`config.mk`:
```
export PLATFORM = sky130hd
export DESIGN_NAME = mfs_ctrl
export DESIGN_NICKNAME = d
export VERILOG_FILES = /design/src/hdl/mfs_pkg.sv /design/src/hdl/mfs_ctrl.sv
export SDC_FILE = /design/constraint.sdc
export NUM_CORES = 1
export LEC_CHECK = 0
export BUFFER_PORTS_ARGS = -buffer_cell sky130_fd_sc_hd__buf_2
export CAP_MARGIN = 20
export CORE_UTILIZATION = 42
export CTS_CLUSTER_DIAMETER = 120
export CTS_CLUSTER_SIZE = 30
export DETAILED_ROUTE_END_ITERATION = 8
export GPL_TIMING_DRIVEN = 1
export PLACE_DENSITY = 0.77
export SYNTH_ARGS = -nofsm -noshare
export SYNTH_HDL_FRONTEND = slang
export SYNTH_SLANG_ARGS = --single-unit
```
`constraint.sdc`:
```
create_clock -name clk_i -period 2.55 [get_ports clk_i]
set_input_delay 0.3825 -clock clk_i [delete_from_list [all_inputs] [get_ports clk_i]]
set_output_delay 0.3825 -clock clk_i [all_outputs]
set_load 0.02 [all_outputs]
```
`src/hdl/mfs_pkg.sv`:
```
// ---------------------------------------------------------------------------
// mfs_pkg
// Types and constants shared by the maximum-frequency stack modules.
// ---------------------------------------------------------------------------
`default_nettype none

package mfs_pkg;

  // Number of entries held by the chain
  localparam int unsigned Depth = 64;
  localparam int unsigned IdxW  = $clog2(Depth);
  localparam int unsigned CntW  = $clog2(Depth + 1);
  localparam int unsigned ValW  = 32;

  typedef logic [IdxW-1:0]        idx_t;
  typedef logic [CntW-1:0]        cnt_t;
  typedef logic [CntW-1:0]        lvl_t;
  typedef logic signed [ValW-1:0] val_t;

  typedef enum logic {
    CMD_PUSH = 1'b0,
    CMD_POP  = 1'b1
  } cmd_e;

  typedef enum logic [1:0] {
    STATUS_OK    = 2'd0,
    STATUS_EMPTY = 2'd1,
    STATUS_FULL  = 2'd2
  } status_e;

  // Scan token walking up the chain, one cell per cycle
  typedef struct packed {
    cnt_t       same;   // live entries equal to the operand
    logic [1:0] hits;   // entries at the maximum level, saturating at two
    idx_t       pos;    // newest entry at the maximum level
    logic       found;  // pos is valid
  } token_t;

  // Broadcast to every cell during a scan
  typedef struct packed {
    val_t value;
    cnt_t count;
    lvl_t max_level;
  } scan_t;

  // Broadcast to every cell on commit
  typedef struct packed {
    logic write;   // store value/level at wr_idx
    logic shift;   // cells at and above pos take their upper neighbour
    idx_t wr_idx;
    idx_t pos;
    val_t value;
    lvl_t level;
  } upd_t;

endpackage

`default_nettype wire

```
`src/hdl/mfs_ctrl.sv`:
```
// ---------------------------------------------------------------------------
// mfs_ctrl
// Sequencer: takes the command, runs the scan over the live cells, commits
// the update and holds the result until it is transferred.
// ---------------------------------------------------------------------------
`default_nettype none

module mfs_ctrl import mfs_pkg::*; (
  input  logic    clk_i,
  input  logic    rst_ni,
  input  logic    in_valid_i,
  output logic    in_stall_o,
  input  logic    cmd_i,
  input  val_t    push_value_i,
  output logic    out_valid_o,
  input  logic    out_stall_i,
  output val_t    popped_value_o,
  output status_e status_o,
  input  token_t  tok_sel_i,
  input  val_t    pop_val_i,
  output scan_t   scan_o,
  output upd_t    upd_o,
  output idx_t    pos_o
);

  typedef enum logic [2:0] {
    ST_IDLE  = 3'b001,
    ST_SCAN  = 3'b010,
    ST_APPLY = 3'b100
  } state_e;

  state_e  state_q, state_d;
  cnt_t    count_q, count_d;
  lvl_t    max_q, max_d;
  cnt_t    step_q, step_d;
  logic    cmd_q;
  val_t    opval_q;
  logic    out_valid_q, out_valid_d;
  val_t    out_val_q, out_val_d;
  status_e out_st_q, out_st_d;

  logic    accept;
  logic    commit;
  logic    is_push;
  lvl_t    new_lvl;
  idx_t    last_idx;

  assign accept   = in_valid_i && (state_q == ST_IDLE);
  assign commit   = (state_q == ST_APPLY) && (!out_valid_q || !out_stall_i);
  assign is_push  = (cmd_q == CMD_PUSH);
  assign last_idx = idx_t'(count_q - cnt_t'(1));
  assign new_lvl  = (count_q == '0) ? lvl_t'(1) : (tok_sel_i.same + lvl_t'(1));
  assign pos_o    = tok_sel_i.found ? tok_sel_i.pos : last_idx;

  // Command register
  always_ff @(posedge clk_i) begin
    if (accept) begin
      cmd_q   <= cmd_i;
      opval_q <= push_value_i;
    end
  end

  // Sequencer
  always_comb begin
    state_d     = state_q;
    step_d      = step_q;
    count_d     = count_q;
    max_d       = max_q;
    out_valid_d = out_valid_q;
    out_val_d   = out_val_q;
    out_st_d    = out_st_q;
    upd_o       = '0;
    upd_o.wr_idx = idx_t'(count_q);
    upd_o.pos   = pos_o;
    upd_o.value = opval_q;
    upd_o.level = new_lvl;

    if (out_valid_q && !out_stall_i) begin
      out_valid_d = 1'b0;
    end

    unique case (state_q)
      ST_IDLE: begin
        if (accept) begin
          step_d = '0;
          // Nothing to scan on an empty stack or a full push
          if ((count_q == '0) ||
              ((cmd_i == CMD_PUSH) && (count_q == cnt_t'(Depth)))) begin
            state_d = ST_APPLY;
          end else begin
            state_d = ST_SCAN;
          end
        end
      end
      ST_SCAN: begin
        // Token has passed the newest live cell
        if (step_q == count_q - cnt_t'(1)) begin
          state_d = ST_APPLY;
        end else begin
          step_d = step_q + cnt_t'(1);
        end
      end
      ST_APPLY: begin
        if (commit) begin
          state_d     = ST_IDLE;
          out_valid_d = 1'b1;
          out_val_d   = '0;
          out_st_d    = STATUS_OK;
          if (is_push) begin
            if (count_q == cnt_t'(Depth)) begin
              out_st_d = STATUS_FULL;
            end else begin
              upd_o.write = 1'b1;
              count_d     = count_q + cnt_t'(1);
              if (new_lvl > max_q) begin
                max_d = new_lvl;
              end
            end
          end else begin
            if (count_q == '0) begin
              out_st_d = STATUS_EMPTY;
            end else begin
              out_val_d   = pop_val_i;
              upd_o.shift = 1'b1;
              count_d     = count_q - cnt_t'(1);
              // Level empties unless another entry sits at it
              if ((tok_sel_i.hits != 2'd2) && (max_q != '0)) begin
                max_d = max_q - lvl_t'(1);
              end
            end
          end
        end
      end
      default: begin
        state_d = ST_IDLE;
      end
    endcase
  end

  // Control state
  always_ff @(posedge clk_i or negedge rst_ni) begin
    if (!rst_ni) begin
      state_q     <= ST_IDLE;
      count_q     <= '0;
      max_q       <= '0;
      step_q      <= '0;
      out_valid_q <= 1'b0;
    end else begin
      state_q     <= state_d;
      count_q     <= count_d;
      max_q       <= max_d;
      step_q      <= step_d;
      out_valid_q <= out_valid_d;
    end
  end

  // Result payload
  always_ff @(posedge clk_i) begin
    out_val_q <= out_val_d;
    out_st_q  <= out_st_d;
  end

  assign scan_o.value     = opval_q;
  assign scan_o.count     = count_q;
  assign scan_o.max_level = max_q;

  assign in_stall_o     = (state_q != ST_IDLE);
  assign out_valid_o    = out_valid_q;
  assign popped_value_o = out_val_q;
  assign status_o       = out_st_q;

endmodule

`default_nettype wire

```
==> results of run 1 <==
-- area by class of cell --
class | count | area, sq um | area share, %
tap | 140 | 175.2 | 2.820
multi-input combinational | 230 | 1692 | 27.24
clock buffer | 12 | 135.1 | 2.176
timing repair buffer | 266 | 1445 | 23.27
inverter | 18 | 67.56 | 1.088
clock inverter | 4 | 52.55 | 0.8461
sequential | 92 | 2644 | 42.57
-- critical path: stages (launching register included) --
cell,delay [ns]
sky130_fd_sc_hd__dfrtp_2,0.43
sky130_fd_sc_hd__nor3_4,0.22
sky130_fd_sc_hd__buf_6,0.13
sky130_fd_sc_hd__nand3_4,0.08
sky130_fd_sc_hd__nor2_4,0.20
sky130_fd_sc_hd__nor2_2,0.07
sky130_fd_sc_hd__ha_1,0.31
sky130_fd_sc_hd__nand4_1,0.18
sky130_fd_sc_hd__buf_4,0.20
sky130_fd_sc_hd__o221ai_4,0.24
sky130_fd_sc_hd__a21oi_2,0.11
sky130_fd_sc_hd__buf_6,0.19
sky130_fd_sc_hd__o221ai_2,0.17
sky130_fd_sc_hd__a41oi_2,0.05
-- how the worst max path moves through the flow --
stage | endpoint | slack (ns) | cells after the start | start
detailed placement | max_q[2] | -0.17 | 13 | count_q[5]
floorplan | max_q[4] | -0.20 | 13 | count_q[2]
CTS | max_q[4] | -0.06 | 13 | count_q[3]
global placement | max_q[2] | -0.05 | 13 | count_q[5]
global route | max_q[2] | -0.33 | 13 | count_q[3]
finish | max_q[2] | -0.17 | 13 | count_q[3]
-- per-stage QoR --
stage / setup TNS (ns) / hold slack (ns)
floorplan: -0.7361 / 0.08691
global placement: -0.1111 / 0.4160
detailed placement: -0.6519 / 0.4222
CTS: -0.1633 / 0.01858
global route: -1.986 / 0.06377
finish: -0.7897 / 0.03935
-- per-layer routing --
| layer | GRT usage, % | up-vias | wire [um] |
|---|---|---|---|
| li1 | - | 1821 | - |
| met1 | 25.11 | 1832 | 4819 |
| met3 | 4.681 | 12 | 806 |
| met5 | 0 | - | 0 |
| met4 | 5.969 | 0 | 132 |
| met2 | 34.42 | 146 | 6064 |
-- sequential cells by signal (all words and copies together), names as in the netlist, 2 cells and up --
register        count
opval_q            32
popped_value_o     32
count_q             7
max_q               7
step_q              7
state_q             3
status_o            2
-- cells by family (layout without fill, tap and decap cells) --
group / after synthesis / after routing / share of synthesized area, %
adders and majority gates: 14 / 14 / 3.773
xor gates and xnor gates: 25 / 25 / 5.308
DFF: 92 / 92 / 56.83
AOI/OAI and AO/OA: 52 / 52 / 6.979
muxes: 4 / 4 / 0.9431
buffers and inverters: 77 / 300 / 10.27
and+or+nand+nor: 135 / 135 / 15.90
-- synthesized netlist by cell type, types with 2 or more instances --
master and instances:
sky130_fd_sc_hd__a21oi_1 17, sky130_fd_sc_hd__and3b_1 2, sky130_fd_sc_hd__xnor2_1 13, sky130_fd_sc_hd__buf_2 3, sky130_fd_sc_hd__dfrtp_1 24, sky130_fd_sc_hd__o22ai_1 2, sky130_fd_sc_hd__and2_1 2, sky130_fd_sc_hd__inv_1 18
sky130_fd_sc_hd__nand2_1 23, sky130_fd_sc_hd__o221ai_1 3, sky130_fd_sc_hd__nor2b_1 2, sky130_fd_sc_hd__nor3_1 7, sky130_fd_sc_hd__or2_2 3, sky130_fd_sc_hd__edfxtp_1 67, sky130_fd_sc_hd__xor2_1 10, sky130_fd_sc_hd__xnor3_1 2
sky130_fd_sc_hd__a31oi_1 2, sky130_fd_sc_hd__mux2_2 3, sky130_fd_sc_hd__nand4_1 4, sky130_fd_sc_hd__ha_1 14, sky130_fd_sc_hd__o21ai_0 13, sky130_fd_sc_hd__buf_6 2, sky130_fd_sc_hd__o31ai_1 2, sky130_fd_sc_hd__nor2_1 22
sky130_fd_sc_hd__o311ai_0 4, sky130_fd_sc_hd__buf_4 45, sky130_fd_sc_hd__or3_1 2, sky130_fd_sc_hd__nand3_1 17, sky130_fd_sc_hd__nand2b_1 5, sky130_fd_sc_hd__clkbuf_1 9, sky130_fd_sc_hd__and3_1 37
-- repair_timing --
| item | in CTS | in global routing |
|---|---|---|
| buffers inserted | 4 | 5 |
| gates resized for setup | 18 | 15 |
| endpoints found under the setup margin | 7 | 14 |
| pin swaps | 8 | 1 |
-- where the power goes --
group          switching, uW  internal (uW)  total (uW)
clock                    481            457         938
combinational           1400            850        2250
sequential               150           1900        2050
==> impl_metrics.prom, run 1 <==
# TYPE chip_impl_metric gauge
chip_impl_metric{name="mappedNetlistArea",unit="sq um"} 4643
chip_impl_metric{name="post_dp_cell_area",unit="sq um"} 5826
chip_impl_info{name="layout.cells.most_common",value="sky130_fd_sc_hd__buf_2"} 1
chip_impl_metric{name="cellLeakagePower",unit="uW"} 0.002945
chip_impl_metric{name="drt.antenna.violating_nets",unit=""} 0
chip_impl_metric{name="worstMarginPinSlew",unit="ns"} 1.074
chip_impl_metric{name="antenna_found_initial",unit=""} 0
chip_impl_metric{name="number_of_synthesized_register_bits",unit=""} 92
chip_impl_metric{name="cts_buffers",unit=""} 9
chip_impl_metric{name="netlist_instances",unit=""} 399
chip_impl_metric{name="vias_in_the_first_global_route",unit=""} 3557
chip_impl_metric{name="cts_max_path_buffers",unit=""} 2
chip_impl_metric{name="path_max_fanout",unit=""} 7
chip_impl_info{name="critical_path_start_end_classification",value="flip-flop to flip-flop"} 1
chip_impl_metric{name="clk_latency",unit="ns"} 0.34
chip_impl_metric{name="fin_util",unit="%"} 57.55
chip_impl_info{name="timing.rr.start",value="count_q[3]"} 1
chip_impl_info{name="tritoncts_clock_tree",value="yes"} 1
chip_impl_metric{name="reg2reg_setup_slack",unit="ns"} -0.17
chip_impl_metric{name="preCtsSetupSlack",unit="ns"} -0.1730
chip_impl_metric{name="chipHeight",unit="um"} 107.1
chip_impl_metric{name="hpwlAfterDp",unit="mm"} 8.949
chip_impl_info{name="cp-end-kind",value="flip-flop"} 1
chip_impl_metric{name="globalRoute.totalOverflow",unit=""} 0
chip_impl_metric{name="num_vias",unit=""} 3811
chip_impl_metric{name="netlist-cell-type-count",unit=""} 51
chip_impl_metric{name="overall_power",unit="uW"} 5238
chip_impl_metric{name="vdd.ir_drop.worst",unit="uV"} 452.6
chip_impl_metric{name="layout_setup_ws",unit="ns"} -0.1652
chip_impl_metric{name="average_wire_per_standard_cell",unit="um"} 15.51
chip_impl_metric{name="timing.final.crit_period",unit="ns"} 2.715
chip_impl_info{name="synth_top_area_cell",value="sky130_fd_sc_hd__edfxtp_1"} 1
chip_impl_metric{name="slew_violations",unit=""} 0
chip_impl_metric{name="cts_hold_buffers",unit=""} 0
chip_impl_info{name="status",value="finished with violations"} 1
chip_impl_metric{name="rows",unit=""} 38
chip_impl_metric{name="grt_util_all_layers",unit="%"} 20.06
chip_impl_metric{name="power_density",unit="nW/um^2"} 843.3
chip_impl_metric{name="routed_wl",unit="mm"} 11.82
chip_impl_metric{name="core_area",unit="sq um"} 10790
chip_impl_metric{name="maxClockFrequency",unit="MHz"} 368.3
chip_impl_metric{name="share_of_final_layout_standard_cells_stronger_than_drive_strength_1",unit="%"} 52.09
chip_impl_metric{name="critPathRequiredTime",unit="ns"} 2.74
chip_impl_metric{name="fraction_of_registers_with_async_set_or_reset_after_synthesis",unit="%"} 27.17
chip_impl_info{name="grt_setup_unrepaired",value="true"} 1
chip_impl_info{name="hold_path_class",value="primary input to asynchronous set/reset pin"} 1
chip_impl_metric{name="dpl.cell_count",unit=""} 737
chip_impl_metric{name="cts-htree-levels",unit=""} 3
chip_impl_metric{name="average_footprint_of_a_synthesized_cell",unit="sq um"} 11.64
chip_impl_metric{name="area_growth_syn_to_layout",unit="%"} 33.76
chip_impl_info{name="violations_in_the_final_reports",value="setup timing"} 1
chip_impl_metric{name="die_footprint",unit="sq um"} 11480
chip_impl_metric{name="worst_slew_margin_rel",unit="%"} 27.90
chip_impl_metric{name="synth-seq-area-share",unit="%"} 56.83
chip_impl_metric{name="first_iter_violations",unit=""} 266
chip_impl_metric{name="antenna_cell_count",unit=""} 0
chip_impl_metric{name="vias_per_cell",unit=""} 5.001
chip_impl_metric{name="final_cell_count_no_fill",unit=""} 762
chip_impl_metric{name="num-nets-final",unit=""} 716
chip_impl_metric{name="mapped_nets",unit=""} 498
chip_impl_info{name="synthFlopType",value="sky130_fd_sc_hd__edfxtp_1"} 1
chip_impl_metric{name="synth-edff-count",unit=""} 67
chip_impl_metric{name="final_hold_viol_count",unit=""} 0
chip_impl_info{name="mostFrequentLayoutCells",value="sky130_fd_sc_hd__buf_2, sky130_fd_sc_hd__edfxtp_1, sky130_fd_sc_hd__buf_4"} 1
chip_impl_metric{name="final-setup-viol-count",unit=""} 7
chip_impl_metric{name="clk_transition_reported_paths",unit="ns"} 0.09
chip_impl_metric{name="design.portCount",unit=""} 226
chip_impl_metric{name="finalCritPeriodShare",unit="%"} 106.5
chip_impl_info{name="start_kind",value="flip-flop"} 1
chip_impl_metric{name="cts_num_sinks",unit=""} 92
chip_impl_metric{name="worst-endpoint-arrival",unit="ns"} 2.90
chip_impl_info{name="synthTopCellsByArea",value="sky130_fd_sc_hd__edfxtp_1, sky130_fd_sc_hd__dfrtp_1, sky130_fd_sc_hd__buf_4, sky130_fd_sc_hd__and3_1, sky130_fd_sc_hd__ha_1"} 1
chip_impl_metric{name="timing.max_cap.violations",unit=""} 0
chip_impl_metric{name="chipWidth",unit="um"} 107.1
chip_impl_metric{name="clock_skew",unit="ns"} 0.009417
chip_impl_metric{name="place.gp.congestion",unit=""} 0.9026
chip_impl_metric{name="synth_top_area_share",unit="%"} 43.33
chip_impl_metric{name="place.port_buffers",unit=""} 225
chip_impl_metric{name="synth-warning-count",unit=""} 0
chip_impl_metric{name="largest_net_degree_at_the_start_of_global_routing",unit=""} 50
chip_impl_metric{name="drt-pass1-iter-count",unit=""} 4
chip_impl_metric{name="fill_cell_instance_count_of_the_final_layout",unit=""} 905
chip_impl_info{name="root_buffer",value="sky130_fd_sc_hd__clkbuf_8"} 1
chip_impl_info{name="reg2reg_to",value="max_q[2]"} 1
chip_impl_metric{name="initial_core_utilization",unit="%"} 43.02
chip_impl_metric{name="fin_area",unit="sq um"} 6211
chip_impl_metric{name="grt_first_pass_wirelength",unit="mm"} 17.74
chip_impl_metric{name="rr_worst_depth",unit=""} 13
chip_impl_metric{name="drc_errors",unit=""} 0
(Power assumes the default switching activity.)
==> run 2, diff against run 1 <==
--- a/config.mk
+++ b/config.mk
@@ -5,14 +5,16 @@
 export SDC_FILE = /design/constraint.sdc
 export NUM_CORES = 1
 export LEC_CHECK = 0
+export ABC_AREA = 1
 export BUFFER_PORTS_ARGS = -buffer_cell sky130_fd_sc_hd__buf_2
 export CAP_MARGIN = 20
-export CORE_UTILIZATION = 42
+export CORE_UTILIZATION = 43
 export CTS_CLUSTER_DIAMETER = 120
 export CTS_CLUSTER_SIZE = 30
 export DETAILED_ROUTE_END_ITERATION = 8
 export GPL_TIMING_DRIVEN = 1
-export PLACE_DENSITY = 0.77
+export PLACE_DENSITY = 0.78
+export REMOVE_ABC_BUFFERS = 1
 export SYNTH_ARGS = -nofsm -noshare
 export SYNTH_HDL_FRONTEND = slang
 export SYNTH_SLANG_ARGS = --single-unit
==> run 2 against run 1 <==
The run now ends clean. Total power rose by 12%. Clock-buffer cell count fell by 3. Sequential share of layout area rose by 0.80 points. Global-route usage rose by 2.2 points. Largest power group unchanged. Critical path depth fell by 5.
==> impl_metrics.prom, run 2 <==
# TYPE chip_impl_metric gauge
chip_impl_metric{name="rr_worst_depth",unit=""} 14
chip_impl_info{name="grt_setup_unrepaired",value="false"} 1
chip_impl_metric{name="overall_power",unit="uW"} 5880
chip_impl_metric{name="average_wire_per_standard_cell",unit="um"} 15.35
chip_impl_metric{name="final_hold_viol_count",unit=""} 0
chip_impl_metric{name="globalRoute.totalOverflow",unit=""} 0
chip_impl_metric{name="average_footprint_of_a_synthesized_cell",unit="sq um"} 9.413
chip_impl_metric{name="critPathRequiredTime",unit="ns"} 2.17
chip_impl_metric{name="reg2reg_setup_slack",unit="ns"} 0.20
chip_impl_info{name="hold_path_class",value="primary input to asynchronous set/reset pin"} 1
chip_impl_metric{name="cellLeakagePower",unit="uW"} 0.003035
chip_impl_info{name="cp-end-kind",value="primary output"} 1
chip_impl_metric{name="fraction_of_registers_with_async_set_or_reset_after_synthesis",unit="%"} 27.17
chip_impl_info{name="synthTopCellsByArea",value="sky130_fd_sc_hd__edfxtp_1, sky130_fd_sc_hd__dfrtp_1, sky130_fd_sc_hd__nand2_1, sky130_fd_sc_hd__buf_4, sky130_fd_sc_hd__inv_1"} 1
chip_impl_metric{name="path_max_fanout",unit=""} 7
chip_impl_metric{name="num_vias",unit=""} 4170
chip_impl_metric{name="vias_in_the_first_global_route",unit=""} 3979
chip_impl_metric{name="rows",unit=""} 38
chip_impl_metric{name="number_of_synthesized_register_bits",unit=""} 92
chip_impl_metric{name="clock_skew",unit="ns"} 0.01318
chip_impl_metric{name="largest_net_degree_at_the_start_of_global_routing",unit=""} 35
chip_impl_metric{name="cts_num_sinks",unit=""} 92
chip_impl_info{name="synth_top_area_cell",value="sky130_fd_sc_hd__edfxtp_1"} 1
chip_impl_metric{name="timing.max_cap.violations",unit=""} 0
chip_impl_metric{name="initial_core_utilization",unit="%"} 44.44
chip_impl_info{name="post-synth-top-count-cell",value="sky130_fd_sc_hd__nand2_1"} 1
chip_impl_metric{name="final-setup-viol-count",unit=""} 0
chip_impl_metric{name="finalCritPeriodShare",unit="%"} 93.84
chip_impl_info{name="status",value="complete, no violations"} 1
chip_impl_metric{name="area_growth_syn_to_layout",unit="%"} 25.99
chip_impl_metric{name="worst_slew_margin_rel",unit="%"} 60.41
chip_impl_metric{name="synth-seq-area-share",unit="%"} 54.54
chip_impl_info{name="reg2reg_to",value="max_q[5]"} 1
chip_impl_metric{name="chipHeight",unit="um"} 108.1
chip_impl_metric{name="synth-edff-count",unit=""} 67
chip_impl_metric{name="clk_latency",unit="ns"} 0.37
chip_impl_metric{name="vdd.ir_drop.worst",unit="uV"} 537.2
chip_impl_metric{name="place.port_buffers",unit=""} 225
chip_impl_metric{name="worst-endpoint-arrival",unit="ns"} 2.01
chip_impl_info{name="critical_path_start_end_classification",value="flip-flop to primary output"} 1
chip_impl_metric{name="netlist_instances",unit=""} 514
chip_impl_metric{name="share_of_final_layout_standard_cells_stronger_than_drive_strength_1",unit="%"} 39.55
chip_impl_info{name="destination_of_the_critical_timing_path",value="pos_o[4]"} 1
chip_impl_metric{name="drc_errors",unit=""} 0
chip_impl_metric{name="cts_max_path_buffers",unit=""} 2
chip_impl_metric{name="cts_buffers",unit=""} 9
chip_impl_metric{name="netlist-cell-type-count",unit=""} 37
chip_impl_metric{name="worstMarginPinSlew",unit="ns"} 0.5939
chip_impl_metric{name="mappedNetlistArea",unit="sq um"} 4838
chip_impl_metric{name="drt.antenna.violating_nets",unit=""} 0
chip_impl_metric{name="antenna_found_initial",unit=""} 1
chip_impl_metric{name="cts-htree-levels",unit=""} 3
chip_impl_metric{name="timing.final.crit_period",unit="ns"} 2.393
chip_impl_info{name="yosys-top-cells-count",value="sky130_fd_sc_hd__nand2_1, sky130_fd_sc_hd__inv_1, sky130_fd_sc_hd__edfxtp_1"} 1
chip_impl_metric{name="layout_setup_ws",unit="ns"} 0.1571
chip_impl_metric{name="chipWidth",unit="um"} 108.1
chip_impl_info{name="crit_path_start",value="count_q[0]"} 1
chip_impl_metric{name="slew_violations",unit=""} 0
chip_impl_metric{name="antenna_cell_count",unit=""} 0
chip_impl_metric{name="core_area",unit="sq um"} 10890
chip_impl_metric{name="preCtsSetupSlack",unit="ns"} 0.1623
chip_impl_metric{name="fin_util",unit="%"} 55.99
chip_impl_info{name="timing.rr.start",value="count_q[4]"} 1
chip_impl_metric{name="maxClockFrequency",unit="MHz"} 417.9
chip_impl_info{name="layout.cells.most_common",value="sky130_fd_sc_hd__buf_2"} 1
chip_impl_info{name="root_buffer",value="sky130_fd_sc_hd__clkbuf_8"} 1
chip_impl_info{name="synthFlopType",value="sky130_fd_sc_hd__edfxtp_1"} 1
chip_impl_metric{name="vias_per_cell",unit=""} 4.889
chip_impl_metric{name="hpwlAfterDp",unit="mm"} 10.04
chip_impl_metric{name="clk_transition_reported_paths",unit="ns"} 0.09
chip_impl_metric{name="design.portCount",unit=""} 226
chip_impl_metric{name="grt_first_pass_wirelength",unit="mm"} 19.50
chip_impl_metric{name="first_iter_violations",unit=""} 256
chip_impl_metric{name="routed_wl",unit="mm"} 13.09
chip_impl_metric{name="power_density",unit="nW/um^2"} 964.6
chip_impl_metric{name="place.gp.congestion",unit=""} 0.9264
chip_impl_info{name="mostFrequentLayoutCells",value="sky130_fd_sc_hd__buf_2, sky130_fd_sc_hd__nand2_1, sky130_fd_sc_hd__inv_1"} 1
chip_impl_metric{name="die_footprint",unit="sq um"} 11680
chip_impl_info{name="start_kind",value="flip-flop"} 1
chip_impl_metric{name="synth-warning-count",unit=""} 0
chip_impl_metric{name="post_dp_cell_area",unit="sq um"} 5858
chip_impl_metric{name="synth_top_area_share",unit="%"} 41.58
chip_impl_metric{name="num-nets-final",unit=""} 809
chip_impl_info{name="tritoncts_clock_tree",value="yes"} 1
chip_impl_metric{name="drt-pass1-iter-count",unit=""} 5
chip_impl_metric{name="grt_util_all_layers",unit="%"} 22.26
chip_impl_metric{name="fin_area",unit="sq um"} 6096
## run 2: per-stage QoR
stage | setup TNS [ns] | hold slack, ns | cells
5_1_grt | 0 | 0.04401 | 853
6_report | 0 | 0.007188 | 853
3_3_place_gp | 0 | 0.4126 | 837
2_1_floorplan | -15.71 | 0.08691 | 462
4_1_cts | 0 | 0.01123 | 851
3_5_place_dp | 0 | 0.4210 | 837
## run 2: worst min path at each step
stage | to | slack [ns] | start | depth (start not counted)
3_5_place_dp | max_q[3] | 0.42 | rst_ni | 1
6_report | max_q[3] | 0.007 | rst_ni | 1
2_1_floorplan | count_q[0] | 0.09 | rst_ni | 0
5_1_grt | max_q[3] | 0.04 | rst_ni | 1
4_1_cts | max_q[1] | 0.01 | rst_ni | 1
3_3_place_gp | max_q[0] | 0.41 | rst_ni | 1
## run 2: cell type report
class,count,area [sq um]
timing repair buffer,237,1216
clock inverter,5,78.83
multi-input combinational,294,1573
tap,140,175.2
fill,939,4792
sequential,92,2644
inverter,76,285.3
clock buffer,9,123.9
## run 2: power by group
part | switching (uW) | internal (uW) | total [uW]
Sequential | 219 | 1960 | 2180
Clock | 508 | 538 | 1050
Combinational | 1820 | 833 | 2660
Total | 2550 | 3330 | 5880
## run 2: metal layers
metal  global-route usage (%)  part of all wire [%]  routed length [um]  vias up
li1                         -                     -                   -     2017
met1                    25.90                    40                5198     1925
met2                    37.85                    49                6404      193
met3                    5.003                   8.3                1090       33
met4                    12.43                   2.9                 384        2
met5                        0                 0.099                  13        -
## run 2: repair_timing
item / 4_1_cts / 5_1_grt
hold buffers: 0 / 0
hold endpoints to repair: 0 / 0
gates resized for setup: 0 / 8
setup endpoints to repair: 0 / 9
buffers inserted: 0 / 2
## run 2: logic make-up (layout without fill, tap and decap cells)
group | after synthesis | in the layout | share of synthesized area (%)
AND/OR/NAND/NOR | 223 | 223 | 21.00
buffers and inverters | 128 | 327 | 13.52
XOR/XNOR | 10 | 10 | 1.810
multiplexers | 1 | 1 | 0.2069
flip-flops | 92 | 92 | 54.54
adder cells (fa/ha/maj) | 14 | 14 | 3.620
AO/OA/AOI/OAI | 46 | 46 | 5.302
## run 2: worst max-delay path, stage by stage, from the launching register on
cell and delay [ns]:
sky130_fd_sc_hd__dfrtp_1 0.39, sky130_fd_sc_hd__clkinv_1 0.07, sky130_fd_sc_hd__buf_4 0.15, sky130_fd_sc_hd__ha_2 0.27, sky130_fd_sc_hd__nand2_1 0.07, sky130_fd_sc_hd__nand2_1 0.09
sky130_fd_sc_hd__nand2_1 0.15, sky130_fd_sc_hd__o21ai_0 0.24, sky130_fd_sc_hd__buf_2 0.20
==> run 3, diff against run 2 <==
--- a/config.mk
+++ b/config.mk
@@ -8,12 +8,13 @@
 export ABC_AREA = 1
 export BUFFER_PORTS_ARGS = -buffer_cell sky130_fd_sc_hd__buf_2
 export CAP_MARGIN = 20
-export CORE_UTILIZATION = 43
+export CORE_UTILIZATION = 44
+export CTS_BUF_LIST = sky130_fd_sc_hd__clkbuf_4 sky130_fd_sc_hd__clkbuf_8
 export CTS_CLUSTER_DIAMETER = 120
 export CTS_CLUSTER_SIZE = 30
 export DETAILED_ROUTE_END_ITERATION = 8
 export GPL_TIMING_DRIVEN = 1
-export PLACE_DENSITY = 0.78
+export PLACE_DENSITY = 0.79
 export REMOVE_ABC_BUFFERS = 1
 export SYNTH_ARGS = -nofsm -noshare
 export SYNTH_HDL_FRONTEND = slang
==> run 3 against run 2 <==
Critical path depth stayed put. Critical path type unchanged. Combinational power decreased by 3%. Worst hold slack better by 0.013 ns.
==> impl_metrics.prom, run 3 (synthesized netlist as in run 2, its figures left out) <==
# TYPE chip_impl_metric gauge
chip_impl_info{name="status",value="complete, no violations"} 1
chip_impl_metric{name="clk_latency",unit="ns"} 0.36
chip_impl_metric{name="num-nets-final",unit=""} 808
chip_impl_info{name="start_kind",value="flip-flop"} 1
chip_impl_metric{name="finalHoldWorstSlack",unit="ns"} 0.02047
chip_impl_metric{name="drt.antenna.violating_nets",unit=""} 0
chip_impl_metric{name="timing.final.crit_period",unit="ns"} 2.359
chip_impl_metric{name="maxClockFrequency",unit="MHz"} 423.9
chip_impl_metric{name="worstMarginPinSlew",unit="ns"} 0.5978
chip_impl_metric{name="antenna_cell_count",unit=""} 0
chip_impl_metric{name="share_clk_of_total_power",unit="%"} 20.3
chip_impl_metric{name="finalCritPeriodShare",unit="%"} 92.52
chip_impl_metric{name="cts_max_path_buffers",unit=""} 2
chip_impl_metric{name="timing.max_cap.violations",unit=""} 0
chip_impl_metric{name="die_footprint",unit="sq um"} 11420
chip_impl_info{name="root_buffer",value="sky130_fd_sc_hd__clkbuf_8"} 1
chip_impl_metric{name="grt_first_pass_wirelength",unit="mm"} 18.89
chip_impl_metric{name="switching_share",unit="%"} 42.40
chip_impl_metric{name="critPathRequiredTime",unit="ns"} 2.17
chip_impl_metric{name="vias_per_cell",unit=""} 4.869
chip_impl_metric{name="fin_util",unit="%"} 58.25
chip_impl_metric{name="worst-endpoint-arrival",unit="ns"} 1.98
chip_impl_metric{name="vias_in_the_first_global_route",unit=""} 3892
chip_impl_metric{name="drt-pass1-iter-count",unit=""} 4
chip_impl_metric{name="combPwrFrac",unit="%"} 42.9
chip_impl_metric{name="grt_util_all_layers",unit="%"} 21.42
chip_impl_metric{name="average_wire_per_standard_cell",unit="um"} 14.49
chip_impl_metric{name="cellLeakagePower",unit="uW"} 0.003064
chip_impl_metric{name="cts_num_sinks",unit=""} 92
chip_impl_metric{name="switching_power",unit="uW"} 2537
chip_impl_metric{name="preCtsSetupSlack",unit="ns"} 0.1479
chip_impl_metric{name="core_area",unit="sq um"} 10510
chip_impl_info{name="cp-end-kind",value="primary output"} 1
chip_impl_info{name="tritoncts_clock_tree",value="yes"} 1
chip_impl_metric{name="seqPwrFrac",unit="%"} 36.8
chip_impl_metric{name="place.gp.congestion",unit=""} 0.9200
chip_impl_metric{name="slew_violations",unit=""} 0
chip_impl_metric{name="routed_wl",unit="mm"} 12.32
chip_impl_metric{name="largest_net_degree_at_the_start_of_global_routing",unit=""} 33
chip_impl_metric{name="final_hold_viol_count",unit=""} 0
chip_impl_info{name="layout.cells.most_common",value="sky130_fd_sc_hd__buf_2"} 1
chip_impl_metric{name="clock_skew",unit="ns"} 0.01142
chip_impl_metric{name="cts-htree-levels",unit=""} 3
chip_impl_metric{name="path_max_fanout",unit=""} 7
chip_impl_metric{name="p_int",unit="uW"} 3447
chip_impl_metric{name="worst_slew_margin_rel",unit="%"} 60.14
chip_impl_metric{name="cts_buffers",unit=""} 9
chip_impl_metric{name="clk_transition_reported_paths",unit="ns"} 0.10
chip_impl_metric{name="vdd.ir_drop.worst",unit="uV"} 675.7
chip_impl_metric{name="chipWidth",unit="um"} 106.9
chip_impl_metric{name="first_iter_violations",unit=""} 250
chip_impl_metric{name="rows",unit=""} 37
chip_impl_metric{name="area_growth_syn_to_layout",unit="%"} 26.51
chip_impl_metric{name="fill_cell_instance_count_of_the_final_layout",unit=""} 915
chip_impl_info{name="hold_path_class",value="primary input to asynchronous set/reset pin"} 1
chip_impl_metric{name="layout_setup_ws",unit="ns"} 0.1908
chip_impl_metric{name="overall_power",unit="uW"} 5984
chip_impl_metric{name="share_of_final_layout_standard_cells_stronger_than_drive_strength_1",unit="%"} 39.22
chip_impl_info{name="mostFrequentLayoutCells",value="sky130_fd_sc_hd__buf_2, sky130_fd_sc_hd__nand2_1, sky130_fd_sc_hd__inv_1"} 1
chip_impl_metric{name="design.portCount",unit=""} 226
chip_impl_metric{name="num_vias",unit=""} 4139
chip_impl_metric{name="drc_errors",unit=""} 0
chip_impl_metric{name="hpwlAfterDp",unit="mm"} 9.701
chip_impl_metric{name="globalRoute.totalOverflow",unit=""} 0
chip_impl_metric{name="initial_core_utilization",unit="%"} 46.04
chip_impl_info{name="critical_path_start_end_classification",value="flip-flop to primary output"} 1
chip_impl_metric{name="chipHeight",unit="um"} 106.9
chip_impl_metric{name="final-setup-viol-count",unit=""} 0
chip_impl_metric{name="place.port_buffers",unit=""} 225
chip_impl_metric{name="power_density",unit="nW/um^2"} 977.6
chip_impl_metric{name="antenna_found_initial",unit=""} 0
chip_impl_metric{name="cts_hold_buffers",unit=""} 0
-- run 3: area by class of cell --
type	count	area (sq um)	area share [%]
timing repair buffer	236	1209	19.75
inverter	76	285.3	4.661
tap	136	170.2	2.780
clock buffer	9	123.9	2.024
clock inverter	7	127.6	2.085
multi-input combinational	294	1565	25.57
sequential	92	2640	43.13
-- run 3: power groups by stage --
stage	combinational [uW]	clock, uW	sequential (uW)
floorplan	1160	0	2690
global placement	2510	0	2200
detailed placement	2550	0	2230
CTS	2550	1240	2190
global route	2820	1290	2230
finish	2570	1220	2200
-- run 3: worst max-delay path, cell delays in order (launching register included) --
cell and delay [ns]:
sky130_fd_sc_hd__dfrtp_1 0.39, sky130_fd_sc_hd__clkinv_1 0.06, sky130_fd_sc_hd__buf_4 0.15, sky130_fd_sc_hd__ha_2 0.26
sky130_fd_sc_hd__nand2_1 0.07, sky130_fd_sc_hd__nand2_1 0.09, sky130_fd_sc_hd__nand2_1 0.16, sky130_fd_sc_hd__o21ai_0 0.24
sky130_fd_sc_hd__buf_2 0.20
-- run 3: per-stage QoR --
| stage | cells | instance area, sq um | TNS, ns |
|---|---|---|---|
| 2_1_floorplan | 462 | 4469 | -15.71 |
| 3_3_place_gp | 833 | 5848 | 0 |
| 3_5_place_dp | 833 | 5848 | 0 |
| 4_1_cts | 849 | 6100 | 0 |
| 5_1_grt | 850 | 6121 | -0.009998 |
| 6_report | 850 | 6121 | 0 |
-- run 3: layer usage --
layer / track usage [%] / vias to the layer above / part of all wire, %
met1: 26.10 / 1892 / 41
met3: 5.228 / 29 / 7.4
met2: 36.41 / 203 / 50
met5: 0 / - / 0
li1: - / 2015 / -
met4: 8.611 / 0 / 2.1
-- run 3: final timing paths --
kind                                  from          end  slack (ns)  cells after the start
setup / recovery                count_q[0]     pos_o[4]        0.19                      8
hold / removal                      rst_ni   count_q[3]        0.02                      1
setup reg to reg                count_q[1]     max_q[6]        0.23                     15
hold reg to reg                out_valid_o  out_valid_o        0.54                      2
max in group asynchronous           rst_ni   count_q[2]        2.10                      1
min in group clk_i         push_value_i[1]   opval_q[1]        0.19                      1
-- run 3: what timing repair did --
| item | CTS | global route |
|---|---|---|
| gates resized for setup | 0 | 4 |
| endpoints found under the setup margin | 0 | 4 |
| buffers inserted | 0 | 1 |
